**src/sv/rpfd_pkg.sv**
```systemverilog
`timescale 1ns / 1ps
`default_nettype none
package rpfd_pkg;
   localparam int MAX_CHANNELS_DEF = 16;

   typedef enum logic [1:0] {
      OP_TICK = 2'd0,
      OP_EDGE = 2'd1,
      OP_READ = 2'd2,
      OP_NONE = 2'd3
   } op_type;

   typedef enum logic [2:0] {
      REG_MIN_OUTPUT  = 3'd0,
      REG_MAX_OUTPUT  = 3'd1,
      REG_MIN_PULSE   = 3'd2,
      REG_MAX_PULSE   = 3'd3,
      REG_CHAN_COUNT  = 3'd4,
      REG_THROTTLE    = 3'd5,
      REG_FRAME_GAP   = 3'd6,
      REG_SHORT_LIMIT = 3'd7
   } reg_type;

   typedef enum logic [1:0] {
      ST_IDLE,
      ST_MUL,
      ST_DIV,
      ST_FIN
   } state_type;

   // front to back: one classified transaction
   typedef struct packed {
      logic        is_map;
      logic        frame_done;
      logic        failsafe;
      logic [15:0] value;
   } job_type;

   localparam logic [15:0] FAILSAFE_VALUE = 16'hFFFF;
endpackage
`default_nettype wire

```
**src/sv/rc_ppm_frame_decoder.sv**
```systemverilog
// RC PPM frame decoder.
// req_ channel: push req_operation/req_channel_index while full is low.
//   Ticks and edges update the interval counter and channel banks at once;
//   reads look up the completed bank and are classified in the same cycle.
// A two-entry queue carries each classified transaction to the mapping unit.
// Ticks, edges, failsafe and out-of-range reads skip the mapping unit.
// A mapped read goes through one 17x17 multiply, then a
//   34-step restoring divider (one quotient bit per cycle) and saturation.
// rsp_ channel: result held while empty is low; pop takes it. If pop stays
//   low, the queue fills and full rises, holding back further pushes.
// csr_ port: csr_write_enable/csr_index/csr_write_data, written only while
//   idle (a user rule, not enforced). Reset restores register defaults,
//   clears counter, pointer and both banks; no clearing pass is needed.
`timescale 1ns / 1ps
`default_nettype none
module rc_ppm_frame_decoder #(
   parameter int MAX_CHANNELS = rpfd_pkg::MAX_CHANNELS_DEF
) (
   input  wire logic        clock,
   input  wire logic        reset,
   input  wire logic        push,
   output logic             full,
   input  wire logic [1:0]  req_operation,
   input  wire logic [3:0]  req_channel_index,
   output logic             empty,
   input  wire logic        pop,
   output logic             rsp_frame_done,
   output logic [15:0]      rsp_channel_value,
   output logic             rsp_failsafe,
   input  wire logic        csr_write_enable,
   input  wire logic [2:0]  csr_index,
   input  wire logic [15:0] csr_write_data
);
   import rpfd_pkg::*;

   logic [15:0] min_out_ff, max_out_ff, min_pulse_ff, max_pulse_ff;
   logic [15:0] gap_ff, short_ff;
   logic [4:0]  count_ff, throttle_ff;

   always_ff @(posedge clock) begin
      if (reset) begin
         min_out_ff   <= 16'd0;
         max_out_ff   <= 16'd1000;
         min_pulse_ff <= 16'd1000;
         max_pulse_ff <= 16'd2000;
         count_ff     <= 5'd8;
         throttle_ff  <= 5'd3;
         gap_ff       <= 16'd6000;
         short_ff     <= 16'd800;
      end else if (csr_write_enable) begin
         case (reg_type'(csr_index))
            REG_MIN_OUTPUT:  min_out_ff   <= csr_write_data;
            REG_MAX_OUTPUT:  max_out_ff   <= csr_write_data;
            REG_MIN_PULSE:   min_pulse_ff <= csr_write_data;
            REG_MAX_PULSE:   max_pulse_ff <= csr_write_data;
            REG_CHAN_COUNT:  count_ff     <= csr_write_data[4:0];
            REG_THROTTLE:    throttle_ff  <= csr_write_data[4:0];
            REG_FRAME_GAP:   gap_ff       <= csr_write_data;
            REG_SHORT_LIMIT: short_ff     <= csr_write_data;
            default: ;
         endcase
      end
   end

   job_type job, q_job;
   logic    take, q_valid, q_ready, r_valid;

   assign take = push && !full;

   rpfd_front #(.MAX_CHANNELS(MAX_CHANNELS)) u_front (
      .clock, .reset, .take, .op(req_operation), .idx(req_channel_index),
      .min_pulse(min_pulse_ff), .chan_count(count_ff), .throttle(throttle_ff),
      .frame_gap(gap_ff), .short_limit(short_ff), .job
   );

   rpfd_queue u_queue (
      .clock, .reset, .wr_en(take), .wr_data(job), .full,
      .rd_valid(q_valid), .rd_en(q_valid && q_ready), .rd_data(q_job)
   );

   rpfd_back u_back (
      .clock, .reset, .job_valid(q_valid), .job(q_job), .job_ready(q_ready),
      .min_output(min_out_ff), .max_output(max_out_ff),
      .min_pulse(min_pulse_ff), .max_pulse(max_pulse_ff),
      .res_valid(r_valid), .res_ready(pop),
      .res_frame_done(rsp_frame_done), .res_value(rsp_channel_value),
      .res_failsafe(rsp_failsafe)
   );

   assign empty = !r_valid;

   a_fs_value: assert property (@(posedge clock) disable iff (reset)
      !empty && rsp_failsafe |-> rsp_channel_value == FAILSAFE_VALUE)
      else $error("failsafe result without -1");
   a_fs_done: assert property (@(posedge clock) disable iff (reset)
      !empty |-> !(rsp_failsafe && rsp_frame_done))
      else $error("failsafe and frame_done together");
   a_hold: assert property (@(posedge clock) disable iff (reset)
      !empty && !pop |=> !empty)
      else $error("result dropped while stalled");
endmodule
`default_nettype wire

```
**src/sv/rpfd_front.sv**
```systemverilog
`timescale 1ns / 1ps
`default_nettype none
module rpfd_front #(
   parameter int MAX_CHANNELS = rpfd_pkg::MAX_CHANNELS_DEF
) (
   input  wire logic                 clock,
   input  wire logic                 reset,
   input  wire logic                 take,
   input  wire logic [1:0]           op,
   input  wire logic [3:0]           idx,
   input  wire logic [15:0]          min_pulse,
   input  wire logic [4:0]           chan_count,
   input  wire logic [4:0]           throttle,
   input  wire logic [15:0]          frame_gap,
   input  wire logic [15:0]          short_limit,
   output rpfd_pkg::job_type         job
);
   import rpfd_pkg::*;
   localparam int PW = $clog2(MAX_CHANNELS + 1);
   localparam int AW = (MAX_CHANNELS > 1) ? $clog2(MAX_CHANNELS) : 1;

   logic [15:0]   counter_ff, counter_in;
   logic [PW-1:0] ptr_ff, ptr_in;
   logic          bank_ff, bank_in;
   logic [15:0]   times_ff [2][MAX_CHANNELS];
   logic [PW-1:0] eff_n;
   logic [AW-1:0] wr_addr;
   logic          do_store;
   logic [15:0]   rd_time;
   logic [PW-1:0] ptr_next;

   // clamp channel count
   always_comb begin
      if (chan_count == 5'd0) eff_n = PW'(1);
      else if (32'(chan_count) > MAX_CHANNELS) eff_n = PW'(MAX_CHANNELS);
      else eff_n = PW'(chan_count);
   end

   assign wr_addr  = (32'(ptr_ff) >= MAX_CHANNELS) ? '0 : AW'(ptr_ff);
   assign ptr_next = PW'(wr_addr) + PW'(1);
   assign do_store = take && op == OP_EDGE && counter_ff >= short_limit
                     && counter_ff <= frame_gap;
   assign rd_time  = times_ff[~bank_ff][AW'(idx)];

   always_comb begin
      counter_in = counter_ff;
      ptr_in     = ptr_ff;
      bank_in    = bank_ff;
      job        = '0;
      if (take) begin
         case (op)
            OP_TICK: begin
               if (counter_ff != 16'hFFFF) counter_in = counter_ff + 16'd1;
            end
            OP_EDGE: begin
               if (counter_ff >= short_limit) begin
                  counter_in = '0;
                  if (counter_ff > frame_gap) ptr_in = '0;
                  else if (ptr_next >= eff_n) begin
                     ptr_in         = '0;
                     bank_in        = ~bank_ff;
                     job.frame_done = 1'b1;
                  end else ptr_in = ptr_next;
               end
            end
            OP_READ: begin
               if (PW'(idx) < eff_n) begin
                  if (throttle != 5'd0 && 5'(idx) + 5'd1 == throttle
                      && rd_time < min_pulse) begin
                     job.failsafe = 1'b1;
                     job.value    = FAILSAFE_VALUE;
                  end else begin
                     job.is_map = 1'b1;
                     job.value  = rd_time;
                  end
               end
            end
            default: ;
         endcase
      end
   end

   always_ff @(posedge clock) begin
      if (reset) begin
         counter_ff <= '0;
         ptr_ff     <= '0;
         bank_ff    <= 1'b0;
      end else begin
         counter_ff <= counter_in;
         ptr_ff     <= ptr_in;
         bank_ff    <= bank_in;
      end
   end

   // two banks, active one fills; swap copies the rest forward so
   // channels unwritten this frame keep their old value
   always_ff @(posedge clock) begin
      if (reset) begin
         for (int b = 0; b < 2; b++)
            for (int i = 0; i < MAX_CHANNELS; i++) times_ff[b][i] <= '0;
      end else if (do_store) begin
         times_ff[bank_ff][wr_addr] <= counter_ff;
         if (ptr_next >= eff_n) begin
            for (int i = 0; i < MAX_CHANNELS; i++)
               if (AW'(i) != wr_addr) times_ff[~bank_ff][i] <= times_ff[bank_ff][i];
            times_ff[~bank_ff][wr_addr] <= counter_ff;
         end
      end
   end
endmodule
`default_nettype wire

```
**src/sv/rpfd_back.sv**
```systemverilog
`timescale 1ns / 1ps
`default_nettype none
module rpfd_back (
   input  wire logic              clock,
   input  wire logic              reset,
   input  wire logic              job_valid,
   input  wire rpfd_pkg::job_type job,
   output logic                   job_ready,
   input  wire logic [15:0]       min_output,
   input  wire logic [15:0]       max_output,
   input  wire logic [15:0]       min_pulse,
   input  wire logic [15:0]       max_pulse,
   output logic                   res_valid,
   input  wire logic              res_ready,
   output logic                   res_frame_done,
   output logic [15:0]            res_value,
   output logic                   res_failsafe
);
   import rpfd_pkg::*;

   state_type    state_ff, state_in;
   logic [16:0]  dt_ff;       // t - min_pulse, signed
   logic [16:0]  dout_ff;     // max_out - min_out, signed
   logic [16:0]  den_ff;      // |max_pulse - min_pulse|
   logic         neg_ff;
   logic [33:0]  rem_ff;
   logic [33:0]  quo_ff;
   logic [5:0]   cnt_ff;
   logic         out_v_ff;
   logic         fd_ff, fs_ff;
   logic [15:0]  val_ff;

   logic signed [16:0] dpulse;
   logic signed [33:0] prod;
   logic        [34:0] trial;
   logic signed [35:0] sum;
   logic signed [34:0] q_s;
   logic        [15:0] sat;

   assign dpulse = $signed({1'b0, max_pulse}) - $signed({1'b0, min_pulse});
   assign prod   = $signed(dt_ff) * $signed(dout_ff);
   assign trial  = {rem_ff, quo_ff[33]} - {18'd0, den_ff};
   assign q_s    = neg_ff ? -$signed({1'b0, quo_ff}) : $signed({1'b0, quo_ff});
   assign sum    = 36'(q_s) + 36'($signed(min_output));
   always_comb begin
      if (sum > 36'sd32767) sat = 16'h7FFF;
      else if (sum < -36'sd32768) sat = 16'h8000;
      else sat = sum[15:0];
   end

   assign job_ready = state_ff == ST_IDLE && (!out_v_ff || res_ready);
   assign res_valid      = out_v_ff;
   assign res_frame_done = fd_ff;
   assign res_value      = val_ff;
   assign res_failsafe   = fs_ff;

   // next state
   always_comb begin
      state_in = state_ff;
      case (state_ff)
         ST_IDLE: if (job_valid && job_ready && job.is_map) state_in = ST_MUL;
         ST_MUL:  state_in = ST_DIV;
         ST_DIV:  if (cnt_ff == 6'd33) state_in = ST_FIN;
         ST_FIN:  if (!out_v_ff || res_ready) state_in = ST_IDLE;
         default: state_in = ST_IDLE;
      endcase
   end

   always_ff @(posedge clock) begin
      if (reset) state_ff <= ST_IDLE;
      else state_ff <= state_in;
   end

   // datapath: multiply once, then restoring division one bit a cycle
   always_ff @(posedge clock) begin
      case (state_ff)
         ST_IDLE: begin
            dt_ff   <= $signed({1'b0, job.value}) - $signed({1'b0, min_pulse});
            dout_ff <= $signed({max_output[15], max_output})
                       - $signed({min_output[15], min_output});
            den_ff  <= dpulse[16] ? 17'(-dpulse) : 17'(dpulse);
         end
         ST_MUL: begin
            neg_ff <= prod[33] ^ dpulse[16];
            quo_ff <= prod[33] ? 34'(-prod) : 34'(prod);
            rem_ff <= '0;
            cnt_ff <= '0;
         end
         ST_DIV: begin
            if (!trial[34]) rem_ff <= trial[33:0];
            else rem_ff <= {rem_ff[32:0], quo_ff[33]};
            quo_ff <= {quo_ff[32:0], ~trial[34]};
            cnt_ff <= cnt_ff + 6'd1;
         end
         default: ;
      endcase
   end

   // output register
   always_ff @(posedge clock) begin
      if (reset) out_v_ff <= 1'b0;
      else if (state_ff == ST_IDLE && job_valid && job_ready && !job.is_map)
         out_v_ff <= 1'b1;
      else if (state_ff == ST_FIN && (!out_v_ff || res_ready)) out_v_ff <= 1'b1;
      else if (res_ready) out_v_ff <= 1'b0;
   end

   always_ff @(posedge clock) begin
      if (state_ff == ST_IDLE && job_valid && job_ready && !job.is_map) begin
         fd_ff  <= job.frame_done;
         fs_ff  <= job.failsafe;
         val_ff <= job.value;
      end else if (state_ff == ST_FIN && (!out_v_ff || res_ready)) begin
         fd_ff  <= 1'b0;
         fs_ff  <= 1'b0;
         val_ff <= (den_ff == 17'd0) ? min_output : sat;
      end
   end
endmodule
`default_nettype wire

```
**src/sv/rpfd_queue.sv**
```systemverilog
`timescale 1ns / 1ps
`default_nettype none
module rpfd_queue (
   input  wire logic              clock,
   input  wire logic              reset,
   input  wire logic              wr_en,
   input  wire rpfd_pkg::job_type wr_data,
   output logic                   full,
   output logic                   rd_valid,
   input  wire logic              rd_en,
   output rpfd_pkg::job_type      rd_data
);
   import rpfd_pkg::*;
   job_type    slot_ff [2];
   logic       wp_ff, rp_ff;
   logic [1:0] cnt_ff;

   assign full     = cnt_ff == 2'd2;
   assign rd_valid = cnt_ff != 2'd0;
   assign rd_data  = slot_ff[rp_ff];

   always_ff @(posedge clock) begin
      if (reset) begin
         wp_ff <= 1'b0; rp_ff <= 1'b0; cnt_ff <= '0;
      end else begin
         if (wr_en) wp_ff <= ~wp_ff;
         if (rd_en) rp_ff <= ~rp_ff;
         cnt_ff <= cnt_ff + 2'(wr_en) - 2'(rd_en);
      end
   end
   always_ff @(posedge clock) begin
      if (wr_en) slot_ff[wp_ff] <= wr_data;
   end
endmodule
`default_nettype wire
```
**config.mk**
```make
export PLATFORM = sky130hd
export DESIGN_NAME = rc_ppm_frame_decoder
export DESIGN_NICKNAME = d
export VERILOG_FILES = /design/src/sv/rpfd_pkg.sv /design/src/sv/rc_ppm_frame_decoder.sv /design/src/sv/rpfd_front.sv /design/src/sv/rpfd_back.sv /design/src/sv/rpfd_queue.sv
export SDC_FILE = /design/constraint.sdc
export NUM_CORES = 2
export LEC_CHECK = 0
export BUFFER_PORTS_ARGS = -buffer_cell sky130_fd_sc_hd__buf_2
export CORE_MARGIN = 10
export CORE_UTILIZATION = 50
export CTS_BUF_LIST = sky130_fd_sc_hd__clkbuf_8 sky130_fd_sc_hd__clkbuf_16
export DETAILED_ROUTE_END_ITERATION = 8
export GPL_ROUTABILITY_DRIVEN = 0
export PLACE_DENSITY_LB_ADDON = 0.05
export SLEW_MARGIN = 25
export SYNTH_ARGS = -nofsm -noshare
export SYNTH_HDL_FRONTEND = slang
export SYNTH_SLANG_ARGS = --single-unit
```
**constraint.sdc**
```tcl
create_clock -name clock -period 10.35 [get_ports clock]
set_clock_uncertainty 0.05 [all_clocks]
set_input_delay 1.035 -clock clock [delete_from_list [all_inputs] [get_ports clock]]
set_output_delay 1.035 -clock clock [all_outputs]
set_load 0.01 [all_outputs]
```
==> run metrics <==
CTS tree=yes; All-Layer GR Usage=26.5%; Startpoint Class=register; Initial Utilization=between 50% and 60%; Seq. cell area=23600 µm²; Synth top cells by count=edfxtp_1, nand2_1, inv_1; Final Setup Violations=0; Core ar.=about 120000 µm²; Seq/Total Area, Yosys=39.2%; I/O pins=50; DR vias/cell=6.14; total grt overflow=0; post-synth top area share=34.7%; largest net degree at the start of global routing=93; fin util=54.4%; quantity of I/O buffers inserted on ports=49; Post-Syn Instances=5675; first-pass GRT wire length=277000 µm; drt total wl=183000 µm; routed len/inst=approximately 25 µm; count of state elements after synthesis=831; Final ANT Viol Nets=0; Worst Hold Class=register to register; Chip Width=~370 µm; CTS clk-pin slew, worst paths=0.06 ns; multi-input logic area=33300 µm²; vias in the first global route=approximately 44000; number of CTS-inserted buffers=97; Setup Fix Bufs, Post-CTS=0; Final TNS setup=0 ns; CTS H-Tree Depth=3; Slew Viols, Final=0; Max Freq=119 MHz; starting DRC count in detailed routing=3808; synthesized cell area=60100 µm²; CTS Root Cell=clkbuf_16; Area Growth Syn to Fin=8.32%; ys flop type=edfxtp_1; clock buffer depth=3; top post-synthesis cells by area=edfxtp_1, fa_1, mux2i_1, o2bb2ai_1, ha_1; CP Max Fanout=17; Arr. time, crit path=around 8.8 ns; total nets after synthesis=~6300; min Tclk post-route=8.38 ns; Post-synth ARST share=0%; Nets=6158; die height=367 µm; Tightest Pin Transition=1.08 ns; fill count=~11000; post_cts resized=0; DP Wirelength=around 130000 µm; Hold-fix buffers, CTS=0; die footprint=between 100000 and 150000 µm²; Crit Path Class=register to register; Unique masters post-synth=93; FP Rows=127; worst skew pair latency=0.72 ns; register-to-register setup slack=1.97 ns; DRC=0; antenna violations before repair=2; count leader, synth=edfxtp_1; DRT Pass-1 Iters=6; max cap viols=0; fin crit share=80.9%; Worst Setup End Kind=register; Synth Warn #=0; Final Hold Viols=0; vias=44600; CP required=between 10 and 15 ns; Synth Area per Inst=10.6 µm²; Slew headroom=around 28%; RSZ-0062 raised after global routing=no; CTS Sinks=831; fraction of layout cells with a size suffix above 1=a little under a tenth; EDFF count, synth=694; run status=completed; Yosys top cell by area=edfxtp_1
## worst paths after layout
check,endpoint,depth (start not counted),from
setup reg to reg,u_back.quo_ff[23],23,u_back.dout_ff[2]
setup / recovery,u_back.quo_ff[23],23,u_back.dout_ff[2]
hold / removal,short_ff[6],2,short_ff[6]
hold reg to reg,short_ff[6],2,short_ff[6]
## kinds of logic after synthesis
kind of cell	Yosys count	share of synthesized area [%]
flip-flops	831	39.2
AND/OR/NAND/NOR	1312	10.2
AO/OA/AOI/OAI	1356	16.5
adder cells (fa/ha/maj)	559	15.4
buffers and inverters	896	5.63
XOR/XNOR	214	3.12
multiplexers	507	9.90
## per-layer routing
metal | routed length (µm) | up-vias | global-route usage (%)
li1 | - | 20400 | -
met1 | 75400 | 22300 | 34.2
met2 | 87500 | 1496 | 44.5
met3 | 10400 | 346 | 3.37
met4 | 9420 | 0 | 11.9
met5 | 0 | - | 0
## final cells by class
class | instances | area share (%)
sequential | 831 | 36.3
clock inverter | 72 | 0.772
inverter | 529 | 3.05
timing repair buffer | 162 | 1.75
tap | 1612 | 3.10
clock buffer | 103 | 3.89
multi-input combinational | 3948 | 51.2
antenna | 1 | 0.00384
## worst max-delay path: stages, from the launching register on
cell,delay [ns]
edfxtp_1,0.66
nand2_1,0.22
inv_1,0.10
fa_1,0.63
inv_1,0.18
fa_1,0.56
inv_1,0.05
fa_1,0.53
fa_1,0.45
fa_1,0.55
inv_1,0.05
fa_1,0.53
inv_1,0.04
ha_1,0.37
a21oi_1,0.35
o2111ai_1,0.22
a211oi_1,0.63
o311a_1,0.26
o21bai_1,0.08
a21o_2,0.26
xnor2_1,0.73
nor2_1,0.15
xnor2_1,0.18
mux2_2,0.26
## state kept, by name, summed over array words and instances (netlist names), 2 cells and up, named ones only
signal and flops:
count_ff 5, gap_ff 16, max_out_ff 16, max_pulse_ff 16, min_out_ff 16, min_pulse_ff 16, short_ff 16, throttle_ff 5
u_back.cnt_ff 6, u_back.den_ff 17, u_back.dout_ff 17, u_back.dt_ff 17, u_back.quo_ff 34, u_back.rem_ff 34, u_back.res_value 16, u_back.state_ff 2
u_front.counter_ff 16, u_front.ptr_ff 5, u_front.times_ff 512, u_queue.cnt_ff 2, u_queue.slot_ff 38
## metrics by stage
step | hold slack [ns] | worst slack (ns) | instance area, µm² | cells
3_5_place_dp | 0.396 | 2.06 | 62100 | 7082
5_1_grt | 0.416 | 1.50 | 65100 | 7257
3_3_place_gp | 0.391 | 1.92 | 62000 | 7081
6_report | 0.404 | 1.97 | 65100 | 7258
4_1_cts | 0.405 | 2.04 | 65100 | 7257
2_1_floorplan | 0.386 | 2.89 | 60100 | 5675
## cells in the final DEF (no fill, tap or decap), types with 62 or more instances in the layout
cell	n
o221ai_1	66
a21oi_1	249
a22o_1	96
xnor2_1	147
xor2_1	65
clkbuf_16	99
edfxtp_1	694
dfxtp_1	119
mux4_2	64
buf_4	111
inv_1	551
mux2i_1	381
o21ai_0	134
nand3_1	70
ha_1	256
fa_1	301
and2_1	161
nor2_1	226
nand2_1	571
o2bb2ai_1	389
mux2_2	62
Power is left out: the tool's default activity adds up to more than one toggle a clock period on the data nets, which glitch-free logic cannot reach.
